===== config.mk =====
export PLATFORM = sky130hd
export DESIGN_NAME = sapp_screen
export DESIGN_NICKNAME = d
export VERILOG_FILES = /design/src/design/sapp_pkg.sv /design/src/design/sapp_screen.sv
export SDC_FILE = /design/constraint.sdc
export NUM_CORES = 1
export LEC_CHECK = 0
export BUFFER_PORTS_ARGS = -buffer_cell sky130_fd_sc_hd__buf_2
export CORE_MARGIN = 5
export CORE_UTILIZATION = 50
export DETAILED_ROUTE_END_ITERATION = 12
export PLACE_DENSITY_LB_ADDON = 0.25
export SETUP_SLACK_MARGIN = 0.4
export SLEW_MARGIN = 0
export SYNTH_ARGS = -nofsm -noshare
export SYNTH_HDL_FRONTEND = slang
export SYNTH_SLANG_ARGS = --single-unit

===== constraint.sdc =====
create_clock -name clk_i -period 6.68 [get_ports clk_i]
set_clock_uncertainty 0.05 [all_clocks]
set_input_delay 0 -clock clk_i [delete_from_list [all_inputs] [get_ports clk_i]]
set_output_delay 0 -clock clk_i [all_outputs]
set_load 0.01 [all_outputs]

===== src/design/sapp_pkg.sv =====
// ----------------------------------------------------------------------------
// sapp_pkg: shared types and constants of the stereo point projection
// Widths, register indexes, reset values, stage payload structs and the
// rounding/saturation helper used on the screen coordinates.
// ----------------------------------------------------------------------------
package sapp_pkg;

  localparam int COORD_BITS    = 16;
  localparam int MAX_DISPARITY = 70;
  localparam int FRAC_BITS     = 14;
  localparam int ANGLE_W       = 16;
  localparam int OFFS_W        = 13;
  localparam int OUT_W         = 18;
  localparam int CFG_IDX_W     = 3;
  localparam int CFG_DATA_W    = 16;
  localparam int NUM_STAGES    = 7;

  // Arithmetic widths along the pipeline.
  localparam int PROD_W  = COORD_BITS + ANGLE_W;   // coordinate times angle
  localparam int ROT1_W  = PROD_W + 1;             // y1, z1 in Q.14
  localparam int MUL2_W  = ROT1_W + ANGLE_W;       // z1 times angle, Q.28
  localparam int Q28_W   = MUL2_W + 1;             // Y rotation sums, Q.28
  localparam int ROT2_W  = Q28_W - FRAC_BITS;      // x2, z2 in Q.14
  localparam int VSUM_W  = ROT2_W + 1;             // z2 plus eye distance
  localparam int SUM_W   = ROT2_W + 2;             // screen sums in Q.14
  localparam int OFF_W   = OFFS_W + 2;             // disparity plus offset

  // Disparity: trunc((z2 + 1000*2^14) / (5*2^14)), clamped.
  localparam int DISP_DIVISOR = 5;
  localparam int DISP_LIM     = (MAX_DISPARITY + 1) * DISP_DIVISOR;
  localparam int MAG_W        = $clog2(DISP_LIM);
  localparam int DISP_MAG_W   = $clog2(MAX_DISPARITY + 1);
  localparam int DISP_W       = DISP_MAG_W + 1;
  localparam int RECIP_SHIFT  = 18;
  localparam logic [15:0] RECIP_5 = 16'd52429;     // ceil(2^18 / 5)
  localparam logic signed [VSUM_W-1:0] EYE_DIST_Q14 = VSUM_W'(1000 * (2 ** FRAC_BITS));

  localparam int OUT_MAX = (2 ** (OUT_W - 1)) - 1;
  localparam int OUT_MIN = -(2 ** (OUT_W - 1));

  typedef enum logic [CFG_IDX_W-1:0] {
    CFG_SIN_X       = 3'd0,
    CFG_COS_X       = 3'd1,
    CFG_SIN_Y       = 3'd2,
    CFG_COS_Y       = 3'd3,
    CFG_HALF_WIDTH  = 3'd4,
    CFG_HALF_HEIGHT = 3'd5
  } cfg_idx_e;

  localparam logic signed [ANGLE_W-1:0] SIN_RST    = 16'sd0;
  localparam logic signed [ANGLE_W-1:0] COS_RST    = 16'sd16384;
  localparam logic [OFFS_W-1:0]         HALF_W_RST = 13'd400;
  localparam logic [OFFS_W-1:0]         HALF_H_RST = 13'd300;

  typedef struct packed {
    logic signed [ANGLE_W-1:0] sin_x;
    logic signed [ANGLE_W-1:0] cos_x;
    logic signed [ANGLE_W-1:0] sin_y;
    logic signed [ANGLE_W-1:0] cos_y;
    logic [OFFS_W-1:0]         half_w;
    logic [OFFS_W-1:0]         half_h;
  } cfg_t;

  typedef struct packed {
    logic signed [ROT2_W-1:0] x2;
    logic signed [ROT2_W-1:0] z2;
    logic signed [ROT1_W-1:0] y1;
  } rot_t;

  typedef struct packed {
    logic signed [ROT2_W-1:0] x2;
    logic signed [ROT1_W-1:0] y1;
    logic signed [DISP_W-1:0] disp;
  } disp_t;

  // Divide a Q.14 value by 2^14 rounding toward zero, then saturate.
  function automatic logic signed [OUT_W-1:0] trunc_sat(input logic signed [SUM_W-1:0] s);
    logic signed [SUM_W-FRAC_BITS-1:0] q;
    logic signed [SUM_W-FRAC_BITS:0]   r;
    logic                              fix;
    q   = $signed(s[SUM_W-1:FRAC_BITS]);
    fix = s[SUM_W-1] && (s[FRAC_BITS-1:0] != '0);
    r   = (SUM_W-FRAC_BITS+1)'(q) + $signed({{(SUM_W-FRAC_BITS){1'b0}}, fix});
    if (r > OUT_MAX) begin
      return OUT_W'(OUT_MAX);
    end else if (r < OUT_MIN) begin
      return OUT_W'(OUT_MIN);
    end
    return r[OUT_W-1:0];
  endfunction

endpackage


===== src/design/sapp_screen.sv =====
// ----------------------------------------------------------------------------
// sapp_screen: screen coordinates, one pipeline stage
// Adds the eye and center offsets in Q.14, truncates toward zero and
// saturates into the output registers.
// ----------------------------------------------------------------------------
module sapp_screen (
  input  logic                              clk_i,
  input  logic                              stage_en_i,
  input  sapp_pkg::cfg_t                    cfg_i,
  input  sapp_pkg::disp_t                   disp_i,
  output logic signed [sapp_pkg::OUT_W-1:0] red_x_o,
  output logic signed [sapp_pkg::OUT_W-1:0] blue_x_o,
  output logic signed [sapp_pkg::OUT_W-1:0] screen_y_o
);

  logic signed [sapp_pkg::OFF_W-1:0] hw_d, hh_d, off_r_d, off_b_d;
  logic signed [sapp_pkg::SUM_W-1:0] sum_r_d, sum_b_d, sum_y_d;
  logic signed [sapp_pkg::OUT_W-1:0] red_q, blue_q, y_q;

  always_comb begin
    hw_d    = $signed({2'b00, cfg_i.half_w});
    hh_d    = $signed({2'b00, cfg_i.half_h});
    off_r_d = hw_d + sapp_pkg::OFF_W'(disp_i.disp);
    off_b_d = hw_d - sapp_pkg::OFF_W'(disp_i.disp);
    sum_r_d = sapp_pkg::SUM_W'(disp_i.x2)
            + (sapp_pkg::SUM_W'(off_r_d) <<< sapp_pkg::FRAC_BITS);
    sum_b_d = sapp_pkg::SUM_W'(disp_i.x2)
            + (sapp_pkg::SUM_W'(off_b_d) <<< sapp_pkg::FRAC_BITS);
    sum_y_d = sapp_pkg::SUM_W'(disp_i.y1)
            + (sapp_pkg::SUM_W'(hh_d) <<< sapp_pkg::FRAC_BITS);
  end

  always_ff @(posedge clk_i) begin
    if (stage_en_i) begin
      red_q  <= sapp_pkg::trunc_sat(sum_r_d);
      blue_q <= sapp_pkg::trunc_sat(sum_b_d);
      y_q    <= sapp_pkg::trunc_sat(sum_y_d);
    end
  end

  assign red_x_o    = red_q;
  assign blue_x_o   = blue_q;
  assign screen_y_o = y_q;

endmodule


==> Word level (Yosys, flattened, before mapping) <==
Index checks and enable logic that the tools add are counted.
{ "totals": {"ff_bits": 54, "inputBits": 169, "wordCells": 41} }
{ "op_classes": {"addsub": 8, "magnitude_cmp": 6, "mux": 18, "n_reduce_logical": 6} }
{ "op_table": {"columns": ["cell", "n"], "rows": [
  ["2-to-1 mux 18 bit", 9],
  ["adder 36 x 29 -> 37 bit", 2],
  ["adder 23 x 2 -> 24 bit", 2],
  ["greater-than comparator 24 x 18 -> 1 bit, second input constant", 2],
  ["< comparator 24 x 18 -> 1 bit, second input constant", 2],
  ["nonzero test 14 bit", 3],
  ["adder 33 x 28 -> 34 bit", 1],
  ["adder 20 x 2 -> 21 bit", 1],
  ["greater-than comparator 21 x 18 -> 1 bit, second input constant", 1],
  ["< comparator 21 x 18 -> 1 bit, second input constant", 1],
  ["adder 14 x 8 -> 15 bit", 1],
  ["subtractor 14 x 8 -> 15 bit", 1],
  ["2-to-1 mux 1 bit", 9],
  ["logical AND 1 bit", 3]
]} }

==> Depth between registers and ports, before layout <==
{ "depth": {"word_depth": 10, "ltp_mapped": 36, "mapped_depth_nobuf": 35} }

==> Worst setup path after synthesis <==
Ideal clock, no wire load.
{ "synth_path": {"kind": "input to register", "startpoint": "input cfg_i[13] in the netlist's numbering", "endpoint": "register red_q (netlist bit red_x_o[0]) (data pin)", "setup_time_ns": 0.271, "arrival_ns": 6.000, "slack_ns": 0.359, "path_stages": 36, "path_buffers": 1, "path_cell_list": "ha_1 > inv_1 > fa_1 > o21bai_1 > a21oi_1 > o21bai_1 > a21oi_1 > o21bai_1 > a21oi_1 > nor2_1 > o31ai_1 > a22oi_1 > a21oi_1 > xnor2_1 > ha_1 > a21o_1 > a21oi_1 > nor2b_1 > a311oi_1 > a21boi_0 > o21ai_0 > a31oi_1 > nor2_1 > ha_1 > ha_1 > nand2_1 > inv_1 > nand4_1 > nor4b_2 > and4_1 > nand4_1 > nor3_1 > o2111ai_1 > a21oi_1 > buf_2 > o22ai_1"} }
{ "synth_between": {"elab_chain_cells": 9, "elab_cells_between_ends": 11} }
{ "synth_lines": {"columns": ["item", "line", "source"], "rows": [
  ["start, declared", "sapp_screen.sv:9", "input sapp_pkg::cfg_t cfg_i,"],
  ["adder 14 x 8 -> 15 bit *", "sapp_screen.sv:23", "off_r_d = hw_d + sapp_pkg::OFF_W'(disp_i.disp);"],
  ["adder 36 x 29 -> 37 bit *", "sapp_screen.sv:26", "+ (sapp_pkg::SUM_W'(off_r_d) <<< sapp_pkg::FRAC_BITS);"],
  ["logical AND 1 bit", "sapp_pkg.sv:82", "fix = s[SUM_W-1] && (s[FRAC_BITS-1:0] != '0);"],
  ["adder 23 x 2 -> 24 bit *", "sapp_pkg.sv:83", "r = (SUM_W-FRAC_BITS+1)'(q) + $signed({{(SUM_W-FRAC_BITS){1'b0}}, fix});"],
  ["< comparator 24 x 18 -> 1 bit", "sapp_pkg.sv:86", "end else if (r < OUT_MIN) begin"],
  ["2-to-1 mux 1 bit", "sapp_pkg.sv:86", null],
  ["2-to-1 mux 1 bit", "sapp_pkg.sv:84", "if (r > OUT_MAX) begin"],
  ["2-to-1 mux 1 bit", "sapp_screen.sv:34", "if (stage_en_i) begin"],
  ["2-to-1 mux 18 bit *", "sapp_pkg.sv:89", "return r[OUT_W-1:0];"],
  ["end signal, assigned", "sapp_screen.sv:35", "red_q <= sapp_pkg::trunc_sat(sum_r_d);"],
  ["end, declared", "sapp_screen.sv:18", "logic signed [sapp_pkg::OUT_W-1:0] red_q, blue_q, y_q;"]
]} }
Every way passes the cells marked *; elsewhere a longest branch is shown, timed or not. The select of a mux whose other input is x is not followed.
A chain may end at the register's enable or synchronous reset.

==> Worst setup path in the final report <==
{ "layout_path": {"startpoint": "input cfg_i[13] in the netlist's numbering", "endpoint": "register red_q (netlist bit red_x_o[15]) (data pin)"} }
The elaborated chain is that of the path after synthesis.

==> summary.md <==
| Metric | Value |
|---|---|
| Number of DRC markers in iteration 0 | between 400 and 500 |
| Max_slew headroom | 0.401 |
| Power Dens Cells | around 230 mW/mm^2 |
| CTS tree | done |
| Maxcap violations | 0 |
| CP Launch Point | cfg_i[13] |
| Layout filler cell count | 1531 |
| Startpoint Class | input pin |
| Commonest non-fill, non-tap cell in the layout | buf_2 |
| CORE AREA | between 0.015 and 0.02 mm^2 |
| Area contributors post-synth | edfxtp_1 20%, ha_1 14%, xnor2_1 6.7%, nor2_1 4.0%, o21ai_0 4.0% |
| Routed via count | 8171 |
| Clk pwr share | 0.119 |
| HPWL Detailed | between 15 and 20 mm |
| IO Pins | about 220 |
| Post-Synthesis Cells | about 1000 |
| Final hold violation count | 0 |
| Layout area overhead | 20.6% |
| Most used cell, CP | a21oi_2 |
| Clock Path Buffers | 2 |
| Max stage delay cell, worst path | fa_2 |
| Leak Pwr | ~4.2 nW |
| Seq pwr share | 0.210 |
| RSZ-0062 raised after global routing | false |
| Layout cell share with drive strength beyond 1 | 0.281 |
| Status | completed |
| Die X | 139 um |
| End of the critical path | red_x_o[15] |
| Largest net degree at the start of global routing | 55 |
| Layout Utilization | 0.608 |
| Arr. time, crit path | around 5900 ps |
| Top cell type by total area after synthesis | edfxtp_1 |
| Comb pwr share | 0.671 |
| Net Sw Frac | 0.451 |
| Post-Syn Nets | 1262 |
| Initial Utilization | 0.504 |
| Fin. max-slew vios | 0 |
| Gr ovfl total | 0 |
| Gpl congestion | between 0.9 and 1 |
| PortBufs | roughly 160 |
| Max incr delay on CP | between 300 and 400 ps |
| NetSw | between 1 and 1.5 mW |
| Global-route wire length before repair | approximately 36 mm |
| Pint | between 1 and 1.5 mW |
| CTS buffer count | 5 |
| CP Max Fanout | 8 |
| Worst-path clk slew | roughly 80 ps |
| Synthesis-stage register bit count | 54 |
| TNS Setup | 0 ps |
| Syn. warnings | 0 |
| Drt wl/cell | around 16 um |
| Global Route Usage Sum | 0.216 |
| H-tree depth | 2 |
| DRC Markers | 0 |
| Wirelength, routed | 22.4 mm |
| Max Clock Freq | approximately 170 MHz |
| Cell Area, Synth | ~0.0083 mm^2 |
| Area of the die | 0.0193 mm^2 |
| Peak VDD IR | about 0.11 mV |
| Worst slew pin tran | a little under 900 ps |
| Critical path class | in -> reg |
| Distinct cells, synth | approximately 100 |
| CP endpoint kind | flip-flop |
| HP Class | in -> reg |
| Vias/cell | 5.81 |
| Commonest non-fill, non-tap cells in the layout | 156 x buf_2, 86 x ha_1, 84 x nor2_1, 61 x xnor2_1, 59 x o21ai_0 |
| N_diodes | 0 |
| Seq/Total Area, Yosys | 0.195 |
| Synth top area share | 0.195 |
| Pre-antenna DRT Iters | 5 |
| Final Setup Violations | 0 |
| Post-synth ARST share | 0 |
| Vias in the first global route | approximately 7600 |
| Final Cycle Share | 0.888 |
| Nets | ~1500 |
| Initial antenna violation count | 1 |
| ANT nets after route | 0 |
| Die span in y | roughly 140 um |
| Area occupied by multi-input gates | between 0.006 and 0.007 mm^2 |
| EDFF count, synth | 54 |
| Syn Area/Cell | 8.33 um^2 |
| Post-route minimum period | between 5000 and 6000 ps |
| Rows | 47 |
| Sink Count | 54 |
| Primary FF master, synth | edfxtp_1 |
| Register Area | roughly 0.0016 mm^2 |
| CTS Root Cell | clkbuf_16 |
| Req. time, crit path | ~6700 ps |
## area by class of cell
type	count	share of cell area
Inverter	56	0.0210
Clock buffer	5	0.0125
Clock inverter	3	0.00287
Timing Repair Buffer	208	0.119
Tap cell	220	0.0275
Multi-Input combinational cell	861	0.655
Sequential cell	54	0.162
## cell families (layout without fill, tap and decap cells)
family | count (synthesis) | count (layout) | share of synthesized area
fa+ha+maj | 96 | 96 | 0.149
xor+xnor | 99 | 99 | 0.105
buf+inv | 82 | 272 | 0.0438
mux | 10 | 10 | 0.0124
compound gates | 322 | 322 | 0.272
simple gates | 334 | 334 | 0.223
flops | 54 | 54 | 0.195
## worst min-delay path by stage
stage	slack [ps]	endpoint	depth (start not counted)	startpoint
after floorplan	60	blue_x_o[0]	0	stage_en_i
after global placement	350	screen_y_o[15]	3	disp_i[37]
after detailed placement	350	screen_y_o[15]	3	disp_i[37]
after CTS	30	screen_y_o[15]	3	disp_i[37]
after global routing	60	screen_y_o[15]	3	disp_i[37]
final	40	screen_y_o[15]	3	disp_i[37]
## layer usage
metal | routed length, um | vias up | GRT usage
met5 | 13 | - | 0
met4 | 435 | 2 | 0.0541
li1 | - | 4138 | -
met1 | 10100 | 3797 | 0.289
met2 | 10800 | 206 | 0.373
met3 | 997 | 28 | 0.0262
## power by group through the flow
stage	registers, mW	clock network (mW)	logic, mW
6_report	0.486	0.274	1.55
5_1_grt	0.493	0.292	1.71
4_1_cts	0.488	0.279	1.49
3_5_place_dp	0.495	0	1.48
3_3_place_gp	0.495	0	1.46
2_1_floorplan	0.536	0	1.04
## flip-flops by register name, summed over array words and instances, names as in the netlist
register,count
blue_x_o,18
red_x_o,18
screen_y_o,18
## metrics by stage
step                      hold WS (ps)  total power [mW]  area (um^2)  instances  setup slack (ps)
final                             43.8              2.31        10000       1407               747
after global routing              63.5              2.49        10000       1407               314
after CTS                         30.0              2.26         9740       1399               420
after detailed placement           347              1.97         9550       1390              -111
after global placement             353              1.95         9550       1390              76.6
after floorplan                   62.5              1.58         8320        997               500
## what timing repair did
item / CTS / global route
pin swaps: 1 / 39
resized for setup: 10 / 62
hold buffers: 0 / 0
setup endpoints to repair: 32 / 34
gates cloned: 1 / 0
buffers inserted: 0 / 8
## worst max-delay path, delay by kind of cell
kind / cells / cell delay, ps
buf+inv: 5 / 590
xor+xnor: 1 / 240
simple gates: 9 / 1290
compound gates: 18 / 2670
fa+ha+maj: 5 / 1120
## synth_stat cells (9+ instances only)
cell and number:
ha_1 91, nor2_1 88, o21ai_0 66, xnor2_1 64, a21oi_1 61, inv_1 56
edfxtp_1 54, nand2_1 52, xor2_1 34, nand3_1 29, nor3_1 25, a21o_1 20
o22ai_1 19, o21a_1 17, and2_1 14, a211oi_1 13, nor2b_1 13, a21boi_0 12
and3_1 12, nor4_1 12, nand4_1 11, and4_1 10, clkbuf_1 10, nand2b_1 10
o211ai_1 9, o21ai_2 9
No activity file was read; power rests on OpenSTA's default activity.
