$ cat src/design/sapp_pkg.sv
// ----------------------------------------------------------------------------
// sapp_pkg: shared types and constants of the stereo point projection
// Widths, register indexes, reset values, stage payload structs and the
// rounding/saturation helper used on the screen coordinates.
// ----------------------------------------------------------------------------
package sapp_pkg;

  localparam int COORD_BITS    = 16;
  localparam int MAX_DISPARITY = 70;
  localparam int FRAC_BITS     = 14;
  localparam int ANGLE_W       = 16;
  localparam int OFFS_W        = 13;
  localparam int OUT_W         = 18;
  localparam int CFG_IDX_W     = 3;
  localparam int CFG_DATA_W    = 16;
  localparam int NUM_STAGES    = 7;

  // Arithmetic widths along the pipeline.
  localparam int PROD_W  = COORD_BITS + ANGLE_W;   // coordinate times angle
  localparam int ROT1_W  = PROD_W + 1;             // y1, z1 in Q.14
  localparam int MUL2_W  = ROT1_W + ANGLE_W;       // z1 times angle, Q.28
  localparam int Q28_W   = MUL2_W + 1;             // Y rotation sums, Q.28
  localparam int ROT2_W  = Q28_W - FRAC_BITS;      // x2, z2 in Q.14
  localparam int VSUM_W  = ROT2_W + 1;             // z2 plus eye distance
  localparam int SUM_W   = ROT2_W + 2;             // screen sums in Q.14
  localparam int OFF_W   = OFFS_W + 2;             // disparity plus offset

  // Disparity: trunc((z2 + 1000*2^14) / (5*2^14)), clamped.
  localparam int DISP_DIVISOR = 5;
  localparam int DISP_LIM     = (MAX_DISPARITY + 1) * DISP_DIVISOR;
  localparam int MAG_W        = $clog2(DISP_LIM);
  localparam int DISP_MAG_W   = $clog2(MAX_DISPARITY + 1);
  localparam int DISP_W       = DISP_MAG_W + 1;
  localparam int RECIP_SHIFT  = 18;
  localparam logic [15:0] RECIP_5 = 16'd52429;     // ceil(2^18 / 5)
  localparam logic signed [VSUM_W-1:0] EYE_DIST_Q14 = VSUM_W'(1000 * (2 ** FRAC_BITS));

  localparam int OUT_MAX = (2 ** (OUT_W - 1)) - 1;
  localparam int OUT_MIN = -(2 ** (OUT_W - 1));

  typedef enum logic [CFG_IDX_W-1:0] {
    CFG_SIN_X       = 3'd0,
    CFG_COS_X       = 3'd1,
    CFG_SIN_Y       = 3'd2,
    CFG_COS_Y       = 3'd3,
    CFG_HALF_WIDTH  = 3'd4,
    CFG_HALF_HEIGHT = 3'd5
  } cfg_idx_e;

  localparam logic signed [ANGLE_W-1:0] SIN_RST    = 16'sd0;
  localparam logic signed [ANGLE_W-1:0] COS_RST    = 16'sd16384;
  localparam logic [OFFS_W-1:0]         HALF_W_RST = 13'd400;
  localparam logic [OFFS_W-1:0]         HALF_H_RST = 13'd300;

  typedef struct packed {
    logic signed [ANGLE_W-1:0] sin_x;
    logic signed [ANGLE_W-1:0] cos_x;
    logic signed [ANGLE_W-1:0] sin_y;
    logic signed [ANGLE_W-1:0] cos_y;
    logic [OFFS_W-1:0]         half_w;
    logic [OFFS_W-1:0]         half_h;
  } cfg_t;

  typedef struct packed {
    logic signed [ROT2_W-1:0] x2;
    logic signed [ROT2_W-1:0] z2;
    logic signed [ROT1_W-1:0] y1;
  } rot_t;

  typedef struct packed {
    logic signed [ROT2_W-1:0] x2;
    logic signed [ROT1_W-1:0] y1;
    logic signed [DISP_W-1:0] disp;
  } disp_t;

  // Divide a Q.14 value by 2^14 rounding toward zero, then saturate.
  function automatic logic signed [OUT_W-1:0] trunc_sat(input logic signed [SUM_W-1:0] s);
    logic signed [SUM_W-FRAC_BITS-1:0] q;
    logic signed [SUM_W-FRAC_BITS:0]   r;
    logic                              fix;
    q   = $signed(s[SUM_W-1:FRAC_BITS]);
    fix = s[SUM_W-1] && (s[FRAC_BITS-1:0] != '0);
    r   = (SUM_W-FRAC_BITS+1)'(q) + $signed({{(SUM_W-FRAC_BITS){1'b0}}, fix});
    if (r > OUT_MAX) begin
      return OUT_W'(OUT_MAX);
    end else if (r < OUT_MIN) begin
      return OUT_W'(OUT_MIN);
    end
    return r[OUT_W-1:0];
  endfunction

endpackage

$ cat src/design/sapp_disparity.sv
// ----------------------------------------------------------------------------
// sapp_disparity: depth disparity, two pipeline stages
// Stage 1 offsets z by the eye distance and takes the magnitude in pixels,
// stage 2 divides by five with a reciprocal multiply and clamps.
// ----------------------------------------------------------------------------
module sapp_disparity (
  input  logic            clk_i,
  input  logic [1:0]      stage_en_i,
  input  sapp_pkg::rot_t  rot_i,
  output sapp_pkg::disp_t disp_o
);

  logic signed [sapp_pkg::VSUM_W-1:0]                    v_d;
  logic [sapp_pkg::VSUM_W-1:0]                           mag_d;
  logic [sapp_pkg::VSUM_W-sapp_pkg::FRAC_BITS-1:0]       pix_d;
  logic                                                  neg_q, sat_q;
  logic [sapp_pkg::MAG_W-1:0]                            m_q;
  logic signed [sapp_pkg::ROT2_W-1:0]                    x2_q;
  logic signed [sapp_pkg::ROT1_W-1:0]                    y1_q;
  logic [sapp_pkg::MAG_W+15:0]                           prod_d;
  logic [sapp_pkg::DISP_MAG_W-1:0]                       qmag_d;
  logic signed [sapp_pkg::DISP_W-1:0]                    disp_d;
  sapp_pkg::disp_t                                       disp_q;

  always_comb begin
    v_d   = sapp_pkg::VSUM_W'(rot_i.z2) + sapp_pkg::EYE_DIST_Q14;
    mag_d = v_d[sapp_pkg::VSUM_W-1] ? sapp_pkg::VSUM_W'(-v_d) : sapp_pkg::VSUM_W'(v_d);
    pix_d = mag_d[sapp_pkg::VSUM_W-1:sapp_pkg::FRAC_BITS];
  end

  always_ff @(posedge clk_i) begin
    if (stage_en_i[0]) begin
      neg_q <= v_d[sapp_pkg::VSUM_W-1];
      sat_q <= (pix_d >= sapp_pkg::DISP_LIM);
      m_q   <= pix_d[sapp_pkg::MAG_W-1:0];
      x2_q  <= rot_i.x2;
      y1_q  <= rot_i.y1;
    end
  end

  // Below the clamp limit the quotient is exact with this reciprocal.
  always_comb begin
    prod_d = sapp_pkg::MAG_W'(m_q) * sapp_pkg::RECIP_5;
    qmag_d = sat_q ? sapp_pkg::DISP_MAG_W'(sapp_pkg::MAX_DISPARITY)
                   : prod_d[sapp_pkg::RECIP_SHIFT +: sapp_pkg::DISP_MAG_W];
    disp_d = neg_q ? -$signed({1'b0, qmag_d}) : $signed({1'b0, qmag_d});
  end

  always_ff @(posedge clk_i) begin
    if (stage_en_i[1]) begin
      disp_q.x2   <= x2_q;
      disp_q.y1   <= y1_q;
      disp_q.disp <= disp_d;
    end
  end

  assign disp_o = disp_q;

endmodule

$ cat config.mk
export PLATFORM = sky130hd
export DESIGN_NAME = sapp_disparity
export DESIGN_NICKNAME = d
export VERILOG_FILES = /design/src/design/sapp_pkg.sv /design/src/design/sapp_disparity.sv
export SDC_FILE = /design/constraint.sdc
export NUM_CORES = 1
export LEC_CHECK = 0
export BUFFER_PORTS_ARGS = -buffer_cell sky130_fd_sc_hd__buf_2
export CORE_ASPECT_RATIO = 1.25
export CORE_MARGIN = 2
export CORE_UTILIZATION = 49
export DETAILED_ROUTE_END_ITERATION = 10
export PLACE_DENSITY = 0.77
export SKIP_CTS_REPAIR_TIMING = 1
export SYNTH_ARGS = -nofsm -noshare
export SYNTH_HDL_FRONTEND = slang
export SYNTH_SLANG_ARGS = --single-unit
$ cat constraint.sdc
create_clock -name clk_i -period 4.83 [get_ports clk_i]
set_clock_uncertainty 0.1 [all_clocks]
set_input_delay 0.7245 -clock clk_i [delete_from_list [all_inputs] [get_ports clk_i]]
set_output_delay 0.7245 -clock clk_i [all_outputs]
set_load 0.1 [all_outputs]
# [After elaboration in Yosys (flattened, before gate mapping)]
# Cells that the tools add are included.
# Widths: inputs -> output; s select.
[totals] inputBits=108 wordCells=17 reg_bits=157 out_inout_bits=77
[op_classes] order_cmp=1 mux=3 n_addsub=3 mul=1
[op_table] operator="$add 36x25->37 const B" n=1
[op_table] operator="$mux 37" n=1
[op_table] operator="$neg 37->37" n=1
[op_table] operator="$mul 9x16->25 const B" n=1
[op_table] operator="$ge 23x9->1 const B" n=1
[op_table] operator="$mux 7" n=2
[op_table] operator="$neg 7->8" n=1

# [Depth between registers and ports, before layout]
# Gate-level depths: netlist of the first run.
[logic_depth] ltp_word=4 mapped_depth=20 ltp_nobuf=20

# [Least setup slack after synthesis of the first run]
# Ideal clock, no wire load.
[synth_path] path_kind="register to register" from="reg m_q[1] (netlist name)" to="reg disp_q (netlist bit disp_o[4]), data pin" arrival_time_ns=4.497 slack_ns=-0.029 n_path_buf=0 synth_period_minus_slack_ns=4.859 path_stages_with_launch=19 setup_time_ns=0.262 required_time_ns=4.468 path_cell_list="edfxtp_1 -> inv_1 -> ha_1 -> inv_1 -> fa_1 -> fa_1 -> inv_1 -> fa_1 -> inv_1 -> ha_1 -> a2111o_1 -> a31oi_1 -> a21boi_1 -> o31a_1 -> mux2_2 -> ha_1 -> o211ai_1 -> o21ai_0 -> xor2_1"
[synth_between] elab_chain_cells=4
[synth_lines] element="start, declared" line_no="sapp_disparity.sv:17" source="logic [sapp_pkg::MAG_W-1:0] m_q;"
[synth_lines] element="start signal, assigned" line_no="sapp_disparity.sv:35" source="m_q <= pix_d[sapp_pkg::MAG_W-1:0];"
[synth_lines] element="$mul 9x16->25 (*)" line_no="sapp_disparity.sv:43" source="prod_d = sapp_pkg::MAG_W'(m_q) * sapp_pkg::RECIP_5;"
[synth_lines] element="$mux 7 (*)" line_no="sapp_disparity.sv:44" source="qmag_d = sat_q ? sapp_pkg::DISP_MAG_W'(sapp_pkg::MAX_DISPARITY)"
[synth_lines] element="$neg 7->8" line_no="sapp_disparity.sv:46" source="disp_d = neg_q ? -$signed({1'b0, qmag_d}) : $signed({1'b0, qmag_d});"
[synth_lines] element="$mux 7 (*)" line_no="sapp_disparity.sv:46"
[synth_lines] element="net disp_d (one bit)" line_no="sapp_disparity.sv:22" source="logic signed [sapp_pkg::DISP_W-1:0] disp_d;"
[synth_lines] element="end, declared" line_no="sapp_disparity.sv:23" source="sapp_pkg::disp_t disp_q;"
# The timed path passes the listed nets; every way through them passes the cells marked *.
# A chain may end at the register's enable or synchronous reset.

# [Worst setup path after layout of the first run]
[layout_path] from="reg m_q[4] (netlist name)" to="reg disp_q (netlist bit disp_o[7]), data pin"
[layout_between] elab_chain_cells=3
[layout_lines] element="$mul 9x16->25" line_no="sapp_disparity.sv:43"
[layout_lines] element="$mux 7" line_no="sapp_disparity.sv:44"
[layout_lines] element="$neg 7->8" line_no="sapp_disparity.sv:46"
# Every way passes these cells.

==> results.ini, run 1 <==
[status]
status=complete, but fails checks
violations=setup timing

[timing]
max_freq_mhz=202
post-route-period-util=1.03
timing_worst_slew_pin_value_ns=1.02
rsz0062_at_grt=yes
hold_viol_final=0
setup-violations-final=4
setup_tns_ns=-0.399
hold_ws_ns=0.315
setup_slack_ns=-0.123
slew_violations=0
min_period_ns=4.95
slew_headroom=0.319

[yosys]
yosysTopAreaCellShare=0.592
synth-edff-count=157
ys.flop_type=edfxtp_1
post-synth-top-count-cell=edfxtp_1
synth.lib_cells_used.distinct=65
yosys_warnings=0
synth_area_leader_cell=edfxtp_1
synth.avg_cell_area_um2=13.7
synthTopCellsByCount=edfxtp_1, inv_1, ha_1, nor2_1, xnor2_1
yosysSeqAreaShare=0.592
synth_area_um2=7960
async_flop_share=0
netlist_instances=580
synth_nets=763
synth.area.top_cells=edfxtp_1, ha_1, fa_1
synth-seq-cells=157

[setup_path]
endpoint_kind=flop
startpoint=m_q[4]
r2r_start=m_q[4]
arrival_ns=5.00
cp.required_ns=4.88
path_max_fanout=4
cp-start-kind=flop
critPathKind=reg -> reg

[route]
vias=5556
drc=0
drtPass1Iterations=7
drt-initial-drc-count=315
drt.antenna.violating_nets=0
avgViaCountPerCell=5.37
routed_wl_mm=18.3
wl_per_cell_um=17.7

[finish]
final_util=0.636
nets=986
drive_above_1_share=0.354
area_growth_pct=28.3
fin_cells=1034
seq_area_um2=4710
fillCellCount=1174
multi_input_area_um2=3230

[die]
rows=52
fp.dieH_um=147
fp.dieW_um=118
dieArea_um2=17300
coreArea_um2=16100
start_util=0.495
pin_count=185

[clock_tree]
clk_latency_ns=0.42
clock_path_buffers=2
numCtsBuffers=17
cts_root_buf=clkbuf_16
path_clk_slew_ns=0.07
tritoncts=built
cts.sinks=157
htreeDepth=4

[grt]
grt_max_degree=81
antenna_found_initial=2
grt_pass1_vias=5716
gr-total-overflow=0
grt_usage=0.210
grt_pass1_wl_mm=28.3

[pwr]
ir_drop_v=0.000285
power.total_mw=6.44
leakage_nw=4.29
power.density_nw_per_um2=631

[placement]
dp_cells=991
gp_congestion=0.928
hpwl_mm=13.1
io_buffers=184

[hold_path]
min_path_type=reg -> reg
min_from=x2_q[24]

[job]
cap_violations=0

## worst max-delay path, cell delays in order, from the launching register on
cell and delay [ns]:
edfxtp_1 0.49, ha_4 0.32, inv_2 0.04, fa_1 0.48, xor2_1 0.16, ha_1 0.28, inv_1 0.05, fa_1 0.52
inv_2 0.05, ha_4 0.26, buf_4 0.10, a21o_1 0.11, a31oi_1 0.08, a21boi_2 0.17, o31a_1 0.34, buf_4 0.15
o31a_1 0.30, xnor2_4 0.21, nor4_4 0.32, a21boi_1 0.14
## final cells by class
type / count / area share
inverters: 56 / 0.0208
diodes: 2 / 0.000490
well taps: 216 / 0.0264
flip-flops and latches: 157 / 0.461
clock inverters: 15 / 0.0197
repair buffers: 214 / 0.113
clock buffers: 17 / 0.0416
multi-input cells: 357 / 0.317
## path summary, 6_finish.rpt
path | cells after the start | to | slack [ns]
worst min-delay path | 0 | disp_o[65] | 0.31
worst max-delay path | 19 | disp_o[7] | -0.12
worst min register to register | 0 | disp_o[65] | 0.31
worst max register to register | 19 | disp_o[7] | -0.12
## routing by layer
layer	vias to the layer above	part of all wire	global-route usage
met5	-	0	0
met2	215	0.55	0.394
li1	2631	-	-
met3	36	0.046	0.0480
met4	0	0.028	0.0886
met1	2674	0.37	0.225
## sequential cells by signal, summed over array words and instances, names as in the netlist
register  flops
disp_o       77
m_q           9
neg_q         1
sat_q         1
x2_q         36
y1_q         33
## placed cells by master (no fill, tap or decap), types with 11 or more instances in the layout
| cell type | Yosys | layout |
|---|---|---|
| xnor2_1 | 26 | 22 |
| edfxtp_1 | 157 | 157 |
| nor2_1 | 27 | 27 |
| clkbuf_16 | 0 | 17 |
| xor2_1 | 11 | 11 |
| buf_4 | 0 | 31 |
| nand2_1 | 22 | 21 |
| a21oi_1 | 17 | 15 |
| buf_2 | 5 | 182 |
| ha_1 | 54 | 46 |
| fa_1 | 21 | 20 |
| nand3_1 | 11 | 11 |
| o21ai_0 | 14 | 12 |
| inv_1 | 55 | 51 |
## report_power, final
part / switching, mW / total, mW / internal [mW]
Sequential: 0.0466 / 1.72 / 1.67
Clock: 0.572 / 1.41 / 0.833
Combinational: 2.01 / 3.32 / 1.31
Total: 2.63 / 6.44 / 3.82
## kinds of logic (layout without fill, tap and decap cells)
family / after synthesis / in the layout / share of synthesized area
AO/OA/AOI/OAI: 103 / 103 / 0.0981
XOR/XNOR: 37 / 37 / 0.0407
adder cells (fa/ha/maj): 75 / 75 / 0.138
buffers and inverters: 66 / 302 / 0.0319
flip-flops: 157 / 157 / 0.592
multiplexers: 4 / 4 / 0.00519
other: 0 / 2 / 0
AND/OR/NAND/NOR: 138 / 138 / 0.0944
## metrics by stage
step | worst slack (ns) | area, um2
finish | -0.123 | 10200
global route | -0.313 | 10200
CTS | -0.280 | 9900
detailed placement | -0.250 | 9280
global placement | -0.0947 | 9280
floorplan | 0.00866 | 7970
Power figures use the tool's default switching activity.
==> run 2, diff against run 1 <==
- CORE_UTILIZATION: 49 -> 54
- PLACE_DENSITY: 0.77 -> 0.8
- clock period: 4.83 -> 5.6 ns (I/O delays scaled with it)
==> run 2 against run 1 <==
Compared with the run above: the flow now finishes without violations; non-clock buffer count is 30 lower; clock power decreased by 17%; highest routed layer unchanged; hold slack improved by 0.0014 ns; largest cell class unchanged.
==> results.ini, run 2 (synthesis results as in run 1) <==
[pwr]
ir_drop_v=0.000634
power.density_nw_per_um2=501
power.total_mw=4.86
leakage_nw=4.09

[finish]
layout_common_cells=buf_2, edfxtp_1, inv_1, ha_1, nor2_1
nets=956
area_growth_pct=21.6
largest_reg_flops=77
layout.cells.most_common=buf_2
fillCellCount=1011
fin_cells=967
drive_above_1_share=0.293

[clock_tree]
clk_latency_ns=0.41
htreeDepth=4
cts_root_buf=clkbuf_16
numCtsBuffers=17
tritoncts=built
clock_path_buffers=2
cts.sinks=157
path_clk_slew_ns=0.06

[setup_path]
crit_family=adder cells
cp.required_ns=5.66
crit_chain=ha_1 -> inv_1 -> fa_1 -> xor2_1 -> ha_1 -> inv_1 -> fa_1 -> inv_1 -> ha_1 -> and3_1 -> a222oi_1 -> a21oi_1 -> o21a_1 -> nor3_1 -> inv_1 -> ha_1 -> o211ai_1 -> o21ai_0 -> xor2_1
arrival_ns=5.35
crit_buf_inv=4
path_max_fanout=5
critPathKind=reg -> reg
cp-start-kind=flop
endpoint_kind=flop
max_stage_delay_ns=0.53
critPathSlowestCell=fa_1

[grt]
grt_pass1_wl_mm=27.1
grt_max_degree=81
antenna_found_initial=3
gr-total-overflow=0
grt_usage=0.223
grt_pass1_vias=5520

[route]
drt-initial-drc-count=377
wl_per_cell_um=18.0
drc=0
avgViaCountPerCell=5.62
drt.antenna.violating_nets=0
drtPass1Iterations=4
vias=5439
routed_wl_mm=17.4

[timing]
min_period_ns=5.30
slew_headroom=0.310
hold_viol_final=0
timing_worst_slew_pin_value_ns=1.04
setup-violations-final=0
max_freq_mhz=189
post-route-period-util=0.946
hold_ws_ns=0.316
setup_tns_ns=0
slew_violations=0
rsz0062_at_grt=no

[status]
status=complete, no violations

[placement]
io_buffers=184
hpwl_mm=13.0
gp_congestion=0.913
dp_cells=932

[die]
rows=49
fp.dieH_um=140
start_util=0.553
dieArea_um2=15700
fp.dieW_um=113
pin_count=185
coreArea_um2=14400

[job]
cap_violations=0

[hold_path]
min_path_type=reg -> reg

run 2: changes by cell type in the layout (fill, tap and decap cells not counted), moves of 3 or more:
cell and change:
ha_1 +8, buf_4 -29, inv_1 +4, xnor2_2 -3, inv_2 -3, ha_4 -8
xnor2_1 +4
run 2: final cells by class:
type                    count  area [um2]  area share
repair buffers            184         926      0.0956
well taps                 178         223      0.0230
inverters                  56         210      0.0217
diodes                      3        7.51    0.000775
flip-flops and latches    157        4710       0.487
clock buffers              17         425      0.0439
multi-input cells         357        2990       0.309
clock inverters            15         185      0.0191
run 2: path summary, 6_finish.rpt:
check	start	end	slack (ns)	depth (start not counted)
max	m_q[3]	disp_o[4]	0.30	19
min	y1_q[27]	disp_o[35]	0.32	0
max reg2reg	m_q[3]	disp_o[4]	0.30	19
min reg2reg	y1_q[27]	disp_o[35]	0.32	0
run 2: metrics by stage:
stage	setup WS [ns]	utilization	cell area [um2]
after floorplan	0.741	-	7960
after global placement	0.551	0.629	9070
after detailed placement	0.389	0.629	9070
after CTS	0.347	0.672	9680
after global routing	0.0947	0.672	9690
final	0.305	0.672	9690
run 2: power by group:
group | switching, mW | internal (mW) | leakage [nW] | total (mW)
clock | 0.459 | 0.709 | 0.301 | 1.17
sequential | 0.0400 | 1.44 | 1.54 | 1.48
combinational | 1.46 | 0.747 | 2.25 | 2.20
run 2: layer usage:
| metal | part of all wire | global-route usage | wire length, um | up-vias |
|---|---|---|---|---|
| li1 | - | - | - | 2562 |
| met1 | 0.38 | 0.253 | 6560 | 2633 |
| met2 | 0.55 | 0.410 | 9520 | 218 |
| met3 | 0.057 | 0.0497 | 990 | 26 |
| met4 | 0.019 | 0.0770 | 337 | 0 |
| met5 | 0 | 0 | 0 | - |
run 2: worst register-to-register path, cell delays in order, from the launching register on:
cell and delay, ns:
edfxtp_1 0.47, ha_1 0.35, inv_1 0.06, fa_1 0.53, xor2_1 0.20, ha_1 0.28
inv_1 0.05, fa_1 0.51, inv_1 0.05, ha_1 0.31, and3_1 0.17, a222oi_1 0.43
a21oi_1 0.23, o21a_1 0.24, nor3_1 0.31, inv_1 0.08, ha_1 0.22, o211ai_1 0.12
o21ai_0 0.13, xor2_1 0.19
